File: config.mk
export PLATFORM = sky130hd
export DESIGN_NAME = transport_receiver_connection_table
export DESIGN_NICKNAME = d
export VERILOG_FILES = /design/src/hdl/trct_pkg.sv /design/src/hdl/trct_ram.sv /design/src/hdl/transport_receiver_connection_table.sv
export SDC_FILE = /design/constraint.sdc
export NUM_CORES = 1
export LEC_CHECK = 0
export BUFFER_PORTS_ARGS = -buffer_cell sky130_fd_sc_hd__buf_2
export CORE_AREA = 2 2 388 313
export DETAILED_ROUTE_END_ITERATION = 8
export DIE_AREA = 0 0 390 315
export MAX_ROUTING_LAYER = met4
export SLEW_MARGIN = 25
export SYNTH_ARGS = -nofsm -noshare
export SYNTH_HDL_FRONTEND = slang
export SYNTH_SLANG_ARGS = --single-unit
File: constraint.sdc
create_clock -name i_clk -period 30.4 [get_ports i_clk]
set_input_delay 9.12 -clock i_clk [delete_from_list [all_inputs] [get_ports i_clk]]
set_output_delay 9.12 -clock i_clk [all_outputs]
set_load 0.02 [all_outputs]
File: src/hdl/trct_pkg.sv
// Shared types and codes for the transport receiver connection table.
package trct_pkg;

    typedef enum logic [2:0] {
        ACT_SEGMENT = 3'd0,
        ACT_OPEN    = 3'd1,
        ACT_LISTEN  = 3'd2,
        ACT_CONSUME = 3'd3,
        ACT_CLOSE   = 3'd4
    } t_action;

    localparam logic [2:0] SEG_SYN     = 3'd0;
    localparam logic [2:0] SEG_SYNACK  = 3'd1;
    localparam logic [2:0] SEG_FIN     = 3'd2;
    localparam logic [2:0] SEG_FINACK  = 3'd3;
    localparam logic [2:0] SEG_DATA    = 3'd4;
    localparam logic [2:0] SEG_DATAACK = 3'd5;
    localparam logic [2:0] SEG_NONE    = 3'd0;

    localparam logic [1:0] MODE_CLOSED = 2'd0;
    localparam logic [1:0] MODE_LISTEN = 2'd1;
    localparam logic [1:0] MODE_CONN   = 2'd2;
    localparam logic [1:0] MODE_CWAIT  = 2'd3;

    localparam logic [1:0] ST_OK      = 2'd0;
    localparam logic [1:0] ST_FAIL    = 2'd1;
    localparam logic [1:0] ST_NODATA  = 2'd2;
    localparam logic [1:0] ST_DROPPED = 2'd3;

    typedef enum logic [2:0] {
        FSM_IDLE,
        FSM_SCAN_REQ,
        FSM_SCAN_CHK,
        FSM_RD_REQ,
        FSM_RD_WAIT,
        FSM_EXEC,
        FSM_DONE
    } t_fsm;

endpackage

File: src/hdl/trct_ram.sv
// Generic single-port RAM with registered read.
module trct_ram #(
    parameter int WIDTH = 8,
    parameter int DEPTH = 8
) (
    input  logic                                         i_clk,
    input  logic                                         i_we,
    input  logic [((DEPTH > 1) ? $clog2(DEPTH) : 1)-1:0] i_addr,
    input  logic [WIDTH-1:0]                             i_wdata,
    output logic [WIDTH-1:0]                             o_rdata
);
    logic [WIDTH-1:0] r_mem [DEPTH];

    // write, and read the old contents registered
    always_ff @(posedge i_clk) begin
        if (i_we) begin
            r_mem[i_addr] <= i_wdata;
        end
        o_rdata <= r_mem[i_addr];
    end
endmodule

File: src/hdl/transport_receiver_connection_table.sv
// Top level of the transport receiver connection table.
// One command is taken when start is high and busy is low; exactly one
// result then appears for one cycle on o_done and cannot be held off. A
// segment walks the slot table one slot at a time (RAM read, then compare)
// until a matching slot or the end of the table; opening a slot walks the
// in-use flags one per cycle; listen, consume and close do one entry read,
// modify and write back. All slot fields live in one RAM; in-use flags are
// flip-flops cleared by reset.
module transport_receiver_connection_table #(
    parameter int SLOTS        = 8,
    parameter int BUFFER_BYTES = 65536
) (
    input  logic        i_clk,
    input  logic        i_rst_n,
    input  logic        start,
    output logic        busy,
    output logic        o_done,
    input  logic [2:0]  i_action,
    input  logic [2:0]  i_seg_type,
    input  logic [15:0] i_src_port,
    input  logic [15:0] i_dst_port,
    input  logic [31:0] i_seq_num,
    input  logic [15:0] i_data_length,
    input  logic [15:0] i_open_port,
    input  logic [2:0]  i_slot,
    input  logic [16:0] i_read_length,
    output logic        o_send_valid,
    output logic [2:0]  o_reply_type,
    output logic [15:0] o_reply_src_port,
    output logic [15:0] o_reply_dst_port,
    output logic [31:0] o_reply_ack,
    output logic [1:0]  o_status,
    output logic [2:0]  o_slot_out,
    output logic [1:0]  o_conn_state,
    output logic [16:0] o_buffered_bytes
);
    import trct_pkg::*;

    localparam int AW = (SLOTS > 1) ? $clog2(SLOTS) : 1;
    localparam int FW = ($clog2(BUFFER_BYTES) + 1 > 17) ? $clog2(BUFFER_BYTES) + 1 : 17;
    localparam int EW = 2 + 16 + 16 + 32 + FW;
    localparam logic [FW:0] BUF_LIM = (FW+1)'(BUFFER_BYTES);
    localparam logic [AW:0] LAST = (AW+1)'(SLOTS - 1);

    t_fsm r_state, n_state;
    logic [SLOTS-1:0] r_use;
    logic [AW:0] r_idx;
    logic [2:0]  r_act, r_typ, r_slot;
    logic [15:0] r_src, r_dst, r_len, r_oport;
    logic [31:0] r_seq;
    logic [16:0] r_rlen;

    logic           we;
    logic [AW-1:0]  addr;
    logic [EW-1:0]  wdata, rdata;

    logic        r_sv;
    logic [2:0]  r_rt;
    logic [15:0] r_rs, r_rd;
    logic [31:0] r_ra;
    logic [1:0]  r_st;
    logic [2:0]  r_so;
    logic [1:0]  r_cs;
    logic [16:0] r_bb;

    // fields of the entry read
    logic [1:0]    e_mode;
    logic [15:0]   e_lp, e_pp;
    logic [31:0]   e_seq;
    logic [FW-1:0] e_fill;
    assign {e_mode, e_lp, e_pp, e_seq, e_fill} = rdata;

    trct_ram #(.WIDTH(EW), .DEPTH(SLOTS)) u_ram (
        .i_clk(i_clk), .i_we(we), .i_addr(addr), .i_wdata(wdata), .o_rdata(rdata)
    );

    logic slot_ok;
    assign slot_ok = (32'(r_slot) < 32'(SLOTS)) && r_use[AW'(r_slot)];

    logic [FW:0] sum_fill;
    assign sum_fill = {1'b0, e_fill} + (FW+1)'(r_len);

    // state register, in-use flags, command capture and scan index
    always_ff @(posedge i_clk) begin
        if (!i_rst_n) begin
            r_state <= FSM_IDLE;
            r_use   <= '0;
        end else begin
            r_state <= n_state;
            if (r_state == FSM_EXEC) begin
                if (r_act == ACT_OPEN && r_idx <= LAST) begin
                    r_use[r_idx[AW-1:0]] <= 1'b1;
                end
                if (r_act == ACT_CLOSE && slot_ok &&
                    (e_mode == MODE_CWAIT || e_mode == MODE_CLOSED)) begin
                    r_use[AW'(r_slot)] <= 1'b0;
                end
            end
        end
        if (r_state == FSM_IDLE && start) begin
            r_act <= i_action; r_typ <= i_seg_type; r_src <= i_src_port;
            r_dst <= i_dst_port; r_seq <= i_seq_num; r_len <= i_data_length;
            r_oport <= i_open_port; r_slot <= i_slot; r_rlen <= i_read_length;
        end
        if (r_state == FSM_IDLE) begin
            r_idx <= '0;
        end else if (r_state == FSM_SCAN_CHK && n_state == FSM_SCAN_REQ) begin
            r_idx <= r_idx + 1'b1;
        end else if (r_state == FSM_SCAN_REQ && r_act == ACT_OPEN) begin
            // open walks the flags without a RAM read
            if (r_use[r_idx[AW-1:0]] && r_idx < LAST + 1'b1) begin
                r_idx <= r_idx + 1'b1;
            end
        end
    end

    // next state, RAM access and result
    always_comb begin
        n_state = r_state;
        we = 1'b0;
        addr = r_idx[AW-1:0];
        wdata = rdata;
        busy = (r_state != FSM_IDLE);
        o_done = (r_state == FSM_DONE);
        unique case (r_state)
            FSM_IDLE: if (start) begin
                n_state = (i_action == ACT_SEGMENT || i_action == ACT_OPEN) ?
                          FSM_SCAN_REQ : FSM_RD_REQ;
            end
            FSM_SCAN_REQ: begin
                if (r_act == ACT_OPEN) begin
                    if (r_idx > LAST || !r_use[r_idx[AW-1:0]]) n_state = FSM_EXEC;
                end else if (r_idx > LAST) begin
                    n_state = FSM_EXEC;
                end else begin
                    n_state = FSM_SCAN_CHK;
                end
            end
            FSM_SCAN_CHK: begin
                if (r_use[r_idx[AW-1:0]] && e_lp == r_dst) n_state = FSM_EXEC;
                else n_state = FSM_SCAN_REQ;
            end
            FSM_RD_REQ: begin
                addr = AW'(r_slot);
                n_state = FSM_RD_WAIT;
            end
            FSM_RD_WAIT: begin
                addr = AW'(r_slot);
                n_state = FSM_EXEC;
            end
            FSM_EXEC: begin
                n_state = FSM_DONE;
                addr = (r_act == ACT_SEGMENT || r_act == ACT_OPEN) ?
                       r_idx[AW-1:0] : AW'(r_slot);
                case (r_act)
                    ACT_SEGMENT: if (r_idx <= LAST) begin
                        we = 1'b1;
                        case (e_mode)
                            MODE_LISTEN: if (r_typ == SEG_SYN) begin
                                wdata = {MODE_CONN, e_lp, r_src, r_seq + 32'd1, e_fill};
                            end
                            MODE_CONN: begin
                                if (r_typ == SEG_SYN)
                                    wdata = {e_mode, e_lp, e_pp, r_seq + 32'd1, e_fill};
                                else if (r_typ == SEG_FIN)
                                    wdata = {MODE_CWAIT, e_lp, e_pp, e_seq, e_fill};
                                else if (r_typ == SEG_DATA && sum_fill <= BUF_LIM &&
                                         e_seq == r_seq)
                                    wdata = {e_mode, e_lp, e_pp, r_seq + 32'(r_len),
                                             sum_fill[FW-1:0]};
                            end
                            default: ;
                        endcase
                    end
                    ACT_OPEN: if (r_idx <= LAST) begin
                        we = 1'b1;
                        wdata = {MODE_CLOSED, r_oport, 16'd0, 32'd0, {FW{1'b0}}};
                    end
                    ACT_LISTEN: if (slot_ok) begin
                        we = 1'b1;
                        wdata = {MODE_LISTEN, e_lp, e_pp, e_seq, e_fill};
                    end
                    ACT_CONSUME: if (slot_ok && e_fill >= FW'(r_rlen)) begin
                        we = 1'b1;
                        wdata = {e_mode, e_lp, e_pp, e_seq, e_fill - FW'(r_rlen)};
                    end
                    ACT_CLOSE: if (slot_ok &&
                                   (e_mode == MODE_CWAIT || e_mode == MODE_CLOSED)) begin
                        we = 1'b1;
                        wdata = {MODE_CLOSED, e_lp, e_pp, e_seq, {FW{1'b0}}};
                    end
                    default: ;
                endcase
            end
            FSM_DONE: n_state = FSM_IDLE;
            default: n_state = FSM_IDLE;
        endcase
    end

    // build the result while the entry is modified
    always_ff @(posedge i_clk) begin
        if (r_state == FSM_EXEC) begin
            r_sv <= 1'b0; r_rt <= SEG_NONE; r_rs <= '0; r_rd <= '0; r_ra <= '0;
            r_st <= ST_FAIL; r_so <= '0; r_cs <= MODE_CLOSED; r_bb <= '0;
            case (r_act)
                ACT_SEGMENT: begin
                    r_st <= ST_DROPPED;
                    if (r_idx <= LAST) begin
                        r_so <= 3'(r_idx); r_cs <= e_mode; r_bb <= 17'(e_fill);
                        case (e_mode)
                            MODE_LISTEN: if (r_typ == SEG_SYN) begin
                                r_sv <= 1'b1; r_rt <= SEG_SYNACK; r_rs <= e_lp;
                                r_rd <= r_src; r_ra <= r_seq + 32'd1; r_st <= ST_OK;
                                r_cs <= MODE_CONN;
                            end
                            MODE_CONN: begin
                                if (r_typ == SEG_SYN) begin
                                    r_sv <= 1'b1; r_rt <= SEG_SYNACK; r_rs <= e_lp;
                                    r_rd <= e_pp; r_ra <= r_seq + 32'd1; r_st <= ST_OK;
                                end else if (r_typ == SEG_FIN) begin
                                    r_sv <= 1'b1; r_rt <= SEG_FINACK; r_rs <= e_lp;
                                    r_rd <= e_pp; r_st <= ST_OK; r_cs <= MODE_CWAIT;
                                end else if (r_typ == SEG_DATA && sum_fill <= BUF_LIM) begin
                                    r_sv <= 1'b1; r_rt <= SEG_DATAACK; r_rs <= e_lp;
                                    r_rd <= e_pp; r_st <= ST_OK;
                                    if (e_seq == r_seq) begin
                                        r_ra <= r_seq + 32'(r_len);
                                        r_bb <= 17'(sum_fill);
                                    end else begin
                                        r_ra <= e_seq;
                                    end
                                end
                            end
                            MODE_CWAIT: if (r_typ == SEG_FIN) begin
                                r_sv <= 1'b1; r_rt <= SEG_FINACK; r_rs <= e_lp;
                                r_rd <= e_pp; r_st <= ST_OK;
                            end
                            default: ;
                        endcase
                    end
                end
                ACT_OPEN: if (r_idx <= LAST) begin
                    r_st <= ST_OK; r_so <= 3'(r_idx);
                end
                ACT_LISTEN, ACT_CONSUME, ACT_CLOSE: begin
                    r_so <= r_slot;
                    if (slot_ok) begin
                        r_cs <= e_mode; r_bb <= 17'(e_fill); r_st <= ST_OK;
                        if (r_act == ACT_LISTEN) begin
                            r_cs <= MODE_LISTEN;
                        end else if (r_act == ACT_CONSUME) begin
                            if (e_fill >= FW'(r_rlen)) r_bb <= 17'(e_fill - FW'(r_rlen));
                            else r_st <= ST_NODATA;
                        end else if (e_mode == MODE_CWAIT || e_mode == MODE_CLOSED) begin
                            r_cs <= MODE_CLOSED; r_bb <= '0;
                        end else begin
                            r_st <= ST_FAIL;
                        end
                    end
                end
                default: ;
            endcase
        end
    end

    assign o_send_valid     = r_sv;
    assign o_reply_type     = r_rt;
    assign o_reply_src_port = r_rs;
    assign o_reply_dst_port = r_rd;
    assign o_reply_ack      = r_ra;
    assign o_status         = r_st;
    assign o_slot_out       = r_so;
    assign o_conn_state     = r_cs;
    assign o_buffered_bytes = r_bb;
endmodule
* Word-level counts from Yosys, hierarchy flattened
Memories as Yosys holds them, arrays and structs flattened. A register that Yosys moved wholly into a read port is not among the register bits.
Cells that the tools add are included.
** Cells by class
- Add/subtract/negate cells :: 5
- Order comparisons :: 9
- Eq/ne operators :: 19
- Muxes and demuxes :: 112
- Bitwise logic cells :: 3
- Reductions and logical operators :: 32
** Operators by type and width (count)
- 83-bit two-way mux :: 8
- 83-bit case mux with 5 select lines :: 1
- 17-bit two-way mux :: 12
- 83-bit case mux with 2 select lines :: 1
- 16-bit two-way mux :: 10
- 32-bit two-way mux :: 5
- 16-bit case mux with 3 select lines :: 2
- 32-bit case mux with 2 select lines :: 1
- 49-bit two-way mux :: 1
- 2-bit two-way mux :: 20
- 17-bit case mux with 2 select lines :: 1
- 32-bit by 1-bit adder with 32-bit output, second input constant :: 1
- 32-bit by 16-bit adder with 32-bit output :: 1
- 32-bit equality test :: 1
- 8-bit two-way mux :: 4
- 3-bit two-way mux :: 10
- 1-bit two-way mux :: 19
- 17-bit by 16-bit adder with 18-bit output :: 1
- 18-bit by 17-bit <= comparator with 1-bit output, second input constant :: 1
- 3-bit case mux with 6 select lines :: 1
- 17-bit >= comparator :: 1
- 17-bit subtractor :: 1
- 16-bit equality test :: 1
- 3-bit by 2-bit equality test with 1-bit output, second input constant :: 5
- other kinds (32) :: 71
** Storage, ports and cells
- Flip-flop bits (word level) :: 229
- Memory bits (writable) :: 664
- Input port bits :: 125
- Output and inout port bits :: 94
- Logic and storage cells :: 202
- Memories :: 1
** Memory list
- u_ram.r_mem :: words 8, width 83, read ports 1, clocked after memory_dff 1, write ports 1, RTL line trct_ram.sv:12 : logic [WIDTH-1:0] r_mem [DEPTH];

* Depth between registers and ports, before layout
- Word-level depth :: 11
- Gate-level depth with buffers :: 15
- Mapped depth without buffers :: 14

* Hierarchy
From an unflattened synthesis, not the netlist that was laid out.
** Second synthesis, totals
- Cells, all modules :: 3018
- Area total of the unflattened synthesis :: 42876.1 µm²
** Modules (own cells, without submodules)
- trct_ram :: instances 1, cells each 1356, area each 27022.2 µm², seq. area each 21600.7 µm²
- transport_receiver_connection_table :: instances 1, cells each 1662, area each 15854.0 µm², seq. area each 6726.5 µm²

* Worst setup path after synthesis
No wires, ideal clock.
- Kind :: input port to flip-flop
- Start point :: in start
- End point :: reg r_state[1]
- Library setup time :: 0.083 ns
- Arrival time :: 12.492 ns
- Required time :: 30.317 ns
- Path slack :: 17.825 ns
- Cell stages on the path :: 3
- Buffers on the path :: 0
- Path through :: and2_1 > o21ai_0 > a21boi_0
** On the way
- Cells in the longest elaborated chain, start to end :: 2
** RTL lines
- start: declaration :: RTL line transport_receiver_connection_table.sv:15 : input logic start,
- 3-bit two-way mux :: RTL line transport_receiver_connection_table.sv:126 : FSM_IDLE: if (start) begin
- 3-bit case mux with 6 select lines :: RTL line transport_receiver_connection_table.sv:125 : unique case (r_state)
- end signal: assignment :: RTL line transport_receiver_connection_table.sv:89 : r_state <= n_state;
- end: declaration :: RTL line transport_receiver_connection_table.sv:45 : t_fsm r_state, n_state;
Every way passes these cells.
A chain may end at the register's enable or synchronous reset.

* Worst setup path in the final report
- Start point :: reg r_state[0]
- End point :: out busy
** On the way
- Cells in the longest elaborated chain, start to end :: 1
** RTL lines
- 3-bit nonzero test :: RTL line transport_receiver_connection_table.sv:123 : busy = (r_state != FSM_IDLE);
- end: declaration :: RTL line transport_receiver_connection_table.sv:16 : output logic busy,
Every way passes these cells.

==> metrics.md <==
| Metric | Value |
|---|---|
| Final period util | `0.373` |
| Slew HR | `0.207` |
| Layout cell share with drive strength beyond 1 | `0.166` |
| Ys Warns | `0` |
| Wire per inst | `25.5 microns` |
| Synth unique cells | `just over 90` |
| Asr flop ratio synth | `0` |
| Max Transition Viols Final | `0` |
| Die height | `315 microns` |
| Final Hold Viols | `0` |
| Die ar. | `0.123 sq mm` |
| Status | `finished clean` |
| Clock Path Buffers | `3` |
| Worst vdd ir | `0.0000524 V` |
| Seq. cell area | `between 0.02 and 0.03 sq mm` |
| Startpoint types | `flop` |
| PwrDens | `74.3 mW/mm^2` |
| First-iteration detailed-routing DRC count | `approximately 3600` |
| # rows | `114` |
| Final setup violation count | `0` |
| Pre-CTS setup slack | `between 15 and 20 ns` |
| # fillers | `around 11000` |
| Worst setup margin | `19.07 ns` |
| Largest net degree at the start of global routing | `between 60 and 70` |
| Max-cap viol count | `0` |
| WS Path Type | `reg -> out` |
| Ports | `219` |
| Global route total overflow | `0` |
| H-tree levels | `3` |
| Final WL | `124000 microns` |
| Worst hold path class | `reg -> reg` |
| CTS Sinks | `976` |
| RSZ-0062 raised after global routing | `no` |
| Initial core utilization | `0.346` |
| Vias per inst | `5.72` |
| Core area | `0.120 sq mm` |
| # DRC | `0` |
| Buffers inserted by post-CTS timing repair | `0` |
| Synth Instances | `3000` |
| Seq/Total Area, Yosys | `0.685` |
| Initial antenna violation count | `12` |
| RePlAce Congestion | `0.948` |
| CTS Buf Count | `100` |
| Worst Tran Pin Value | `1.18 ns` |
| Placed wire-length estimate | `76000 microns` |
| Multi-input gate area | `between 0.01 and 0.015 sq mm` |
| Die width | `390 microns` |
| CTS resizes | `0` |
| Leakage | `0.0158 uW` |
| Mapped Nets | `around 3200` |
| Final setup TNS | `0 ns` |
| PortBufs | `218` |
| Max Clk Rate | `0.0883 GHz` |
| Via count | `27800` |
| DR pass1 iterations | `8` |
| Clock-pin slew on the worst setup and hold paths | `0.06 ns` |
| Synth Cell Area | `0.0413 sq mm` |
| First-pass GRT wire length | `roughly 180000 microns` |
| Synth Register Bits | `976` |
| CP endpoint kind | `output port` |
| Most common cell after layout, fill and taps aside | `edfxtp_1` |
| Commonest non-fill, non-tap cells in the layout | `edfxtp_1 (878), nand2_1 (252), a22oi_1 (244)` |
| Number of synthesized flops with an enable pin | `878` |
| TritonCTS clock tree | `done` |
| Detail Route Antenna Nets | `0` |
| Total track usage | `0.203` |
| Nets | `3382` |
| Critical Path Fanout Max | `8` |
| Primary FF master, synth | `edfxtp_1` |
| Post-route clock skew | `0.0434 ns` |
| Worst-Skew Late Latency | `0.71 ns` |
| Hold_buf cts | `0` |
| CP Data Required Time | `21.28 ns` |
| Min Tclk post-route | `11.33 ns` |
| CP arrival | `~2.2 ns` |
| Layout Area Growth over Synthesis | `15.2%` |
| CTS Root Cell | `clkbuf_16` |
| Synth Area per Inst | `between 10 and 15 sq um` |
| Vias in the first global route | `26500` |
flip-flops by register name (all words and copies together), names as in the netlist, 4 cells and up:
name	flops
r_seq	32
o_reply_dst_port	16
u_ram.r_mem	664
r_use	8
r_dst	16
u_ram.o_rdata	83
r_rlen	17
r_idx	4
r_oport	16
r_src	16
o_reply_ack	32
o_buffered_bytes	17
r_len	16
o_reply_src_port	16
through the flow:
| step | cells | hold WS (ns) | area, sq um | power, uW | utilization |
|---|---|---|---|---|---|
| after floorplan | 3000 | 0.441 | 41300 | 2080 | - |
| after CTS | 4851 | 0.457 | 47600 | 3550 | 0.398 |
| after global placement | 4661 | 0.448 | 44200 | 2300 | 0.370 |
| after global routing | 4857 | 0.490 | 47600 | 3660 | 0.398 |
| after detailed placement | 4662 | 0.452 | 44300 | 2310 | 0.370 |
| final | 4859 | 0.462 | 47600 | 3540 | 0.398 |
metal layers:
metal,part of all wire,GRT usage,vias up
met3,0.082,0.0386,261
met5,0,-,-
met1,0.44,0.282,14000
li1,-,-,12200
met4,0.031,0.0631,0
met2,0.45,0.300,1325
worst paths after layout:
check                          startpoint                   endpoint  slack (ns)  depth (start not counted)
min          u_ram.r_mem[6][29]$_DFFE_PP_  u_ram.o_rdata[29]$_DFF_P_        0.46                          2
max reg2reg            r_act[2]$_DFFE_PP_   u_ram.o_rdata[3]$_DFF_P_       24.91                         11
max                 r_state[0]$_SDFF_PN0_                       busy       19.07                          3
min reg2reg  u_ram.r_mem[6][29]$_DFFE_PP_  u_ram.o_rdata[29]$_DFF_P_        0.46                          2
report_power, final:
| group | internal [uW] | leakage [uW] | total [uW] | switching (uW) |
|---|---|---|---|---|
| clock network | 715 | 0.00165 | 1240 | 525 |
| logic | 209 | 0.00545 | 629 | 420 |
| registers | 1590 | 0.00869 | 1670 | 80.7 |
| total | 2510 | 0.0158 | 3540 | 1020 |
cells by family after synthesis:
group / Yosys count / synth area share
AO/OA/AOI/OAI: 793 / 0.137
buffers and inverters: 219 / 0.0212
XOR/XNOR: 128 / 0.0271
multiplexers: 84 / 0.0252
flip-flops: 976 / 0.685
AND/OR/NAND/NOR: 741 / 0.0857
adder cells (fa/ha/maj): 59 / 0.0184
cell usage after synthesis (12+ instances only):
| cell type | n | area, sq um |
|---|---|---|
| o221ai_1 | 13 | 114 |
| buf_1 | 20 | 75.1 |
| and2_1 | 29 | 181 |
| a21o_1 | 18 | 135 |
| nand4_1 | 61 | 382 |
| a22oi_1 | 244 | 1830 |
| a211oi_1 | 13 | 97.6 |
| ha_1 | 56 | 701 |
| nand3_1 | 82 | 410 |
| nand2_1 | 252 | 946 |
| a221o_1 | 16 | 160 |
| o22ai_1 | 26 | 163 |
| mux4_2 | 12 | 270 |
| edfxtp_1 | 878 | 26400 |
| xor2_1 | 72 | 631 |
| nor3_1 | 42 | 210 |
| dfxtp_1 | 98 | 1960 |
| inv_1 | 45 | 169 |
| clkbuf_1 | 137 | 514 |
| and3_1 | 13 | 81.3 |
| nor2_1 | 152 | 571 |
| o21ai_1 | 12 | 60.1 |
| a32o_1 | 18 | 180 |
| mux2_2 | 42 | 473 |
| o21a_1 | 12 | 90.1 |
| a21oi_1 | 136 | 681 |
| a22o_1 | 30 | 263 |
| nand2b_1 | 27 | 169 |
| a221oi_1 | 53 | 464 |
| xnor2_1 | 56 | 490 |
| nor4_1 | 25 | 156 |
| nor2b_1 | 14 | 87.6 |
| a31oi_1 | 17 | 106 |
| mux2i_1 | 30 | 300 |
| o21ai_0 | 93 | 465 |
layout make-up:
class	instances	share of cell area
Sequential cell	976	0.595
Timing Repair Buffer	269	0.0314
Antenna cell	8	0.000420
Clock buffer	140	0.0604
Tap cell	1566	0.0411
Multi-Input combinational cell	1805	0.259
Clock inverter	49	0.00967
Inverter	46	0.00368
critical path, stage by stage (launching register included):
cell and delay [ns]:
dfxtp_1 0.38, nor3_1 0.86, inv_1 0.08, buf_2 0.19
Power figures use the tool's default switching activity.
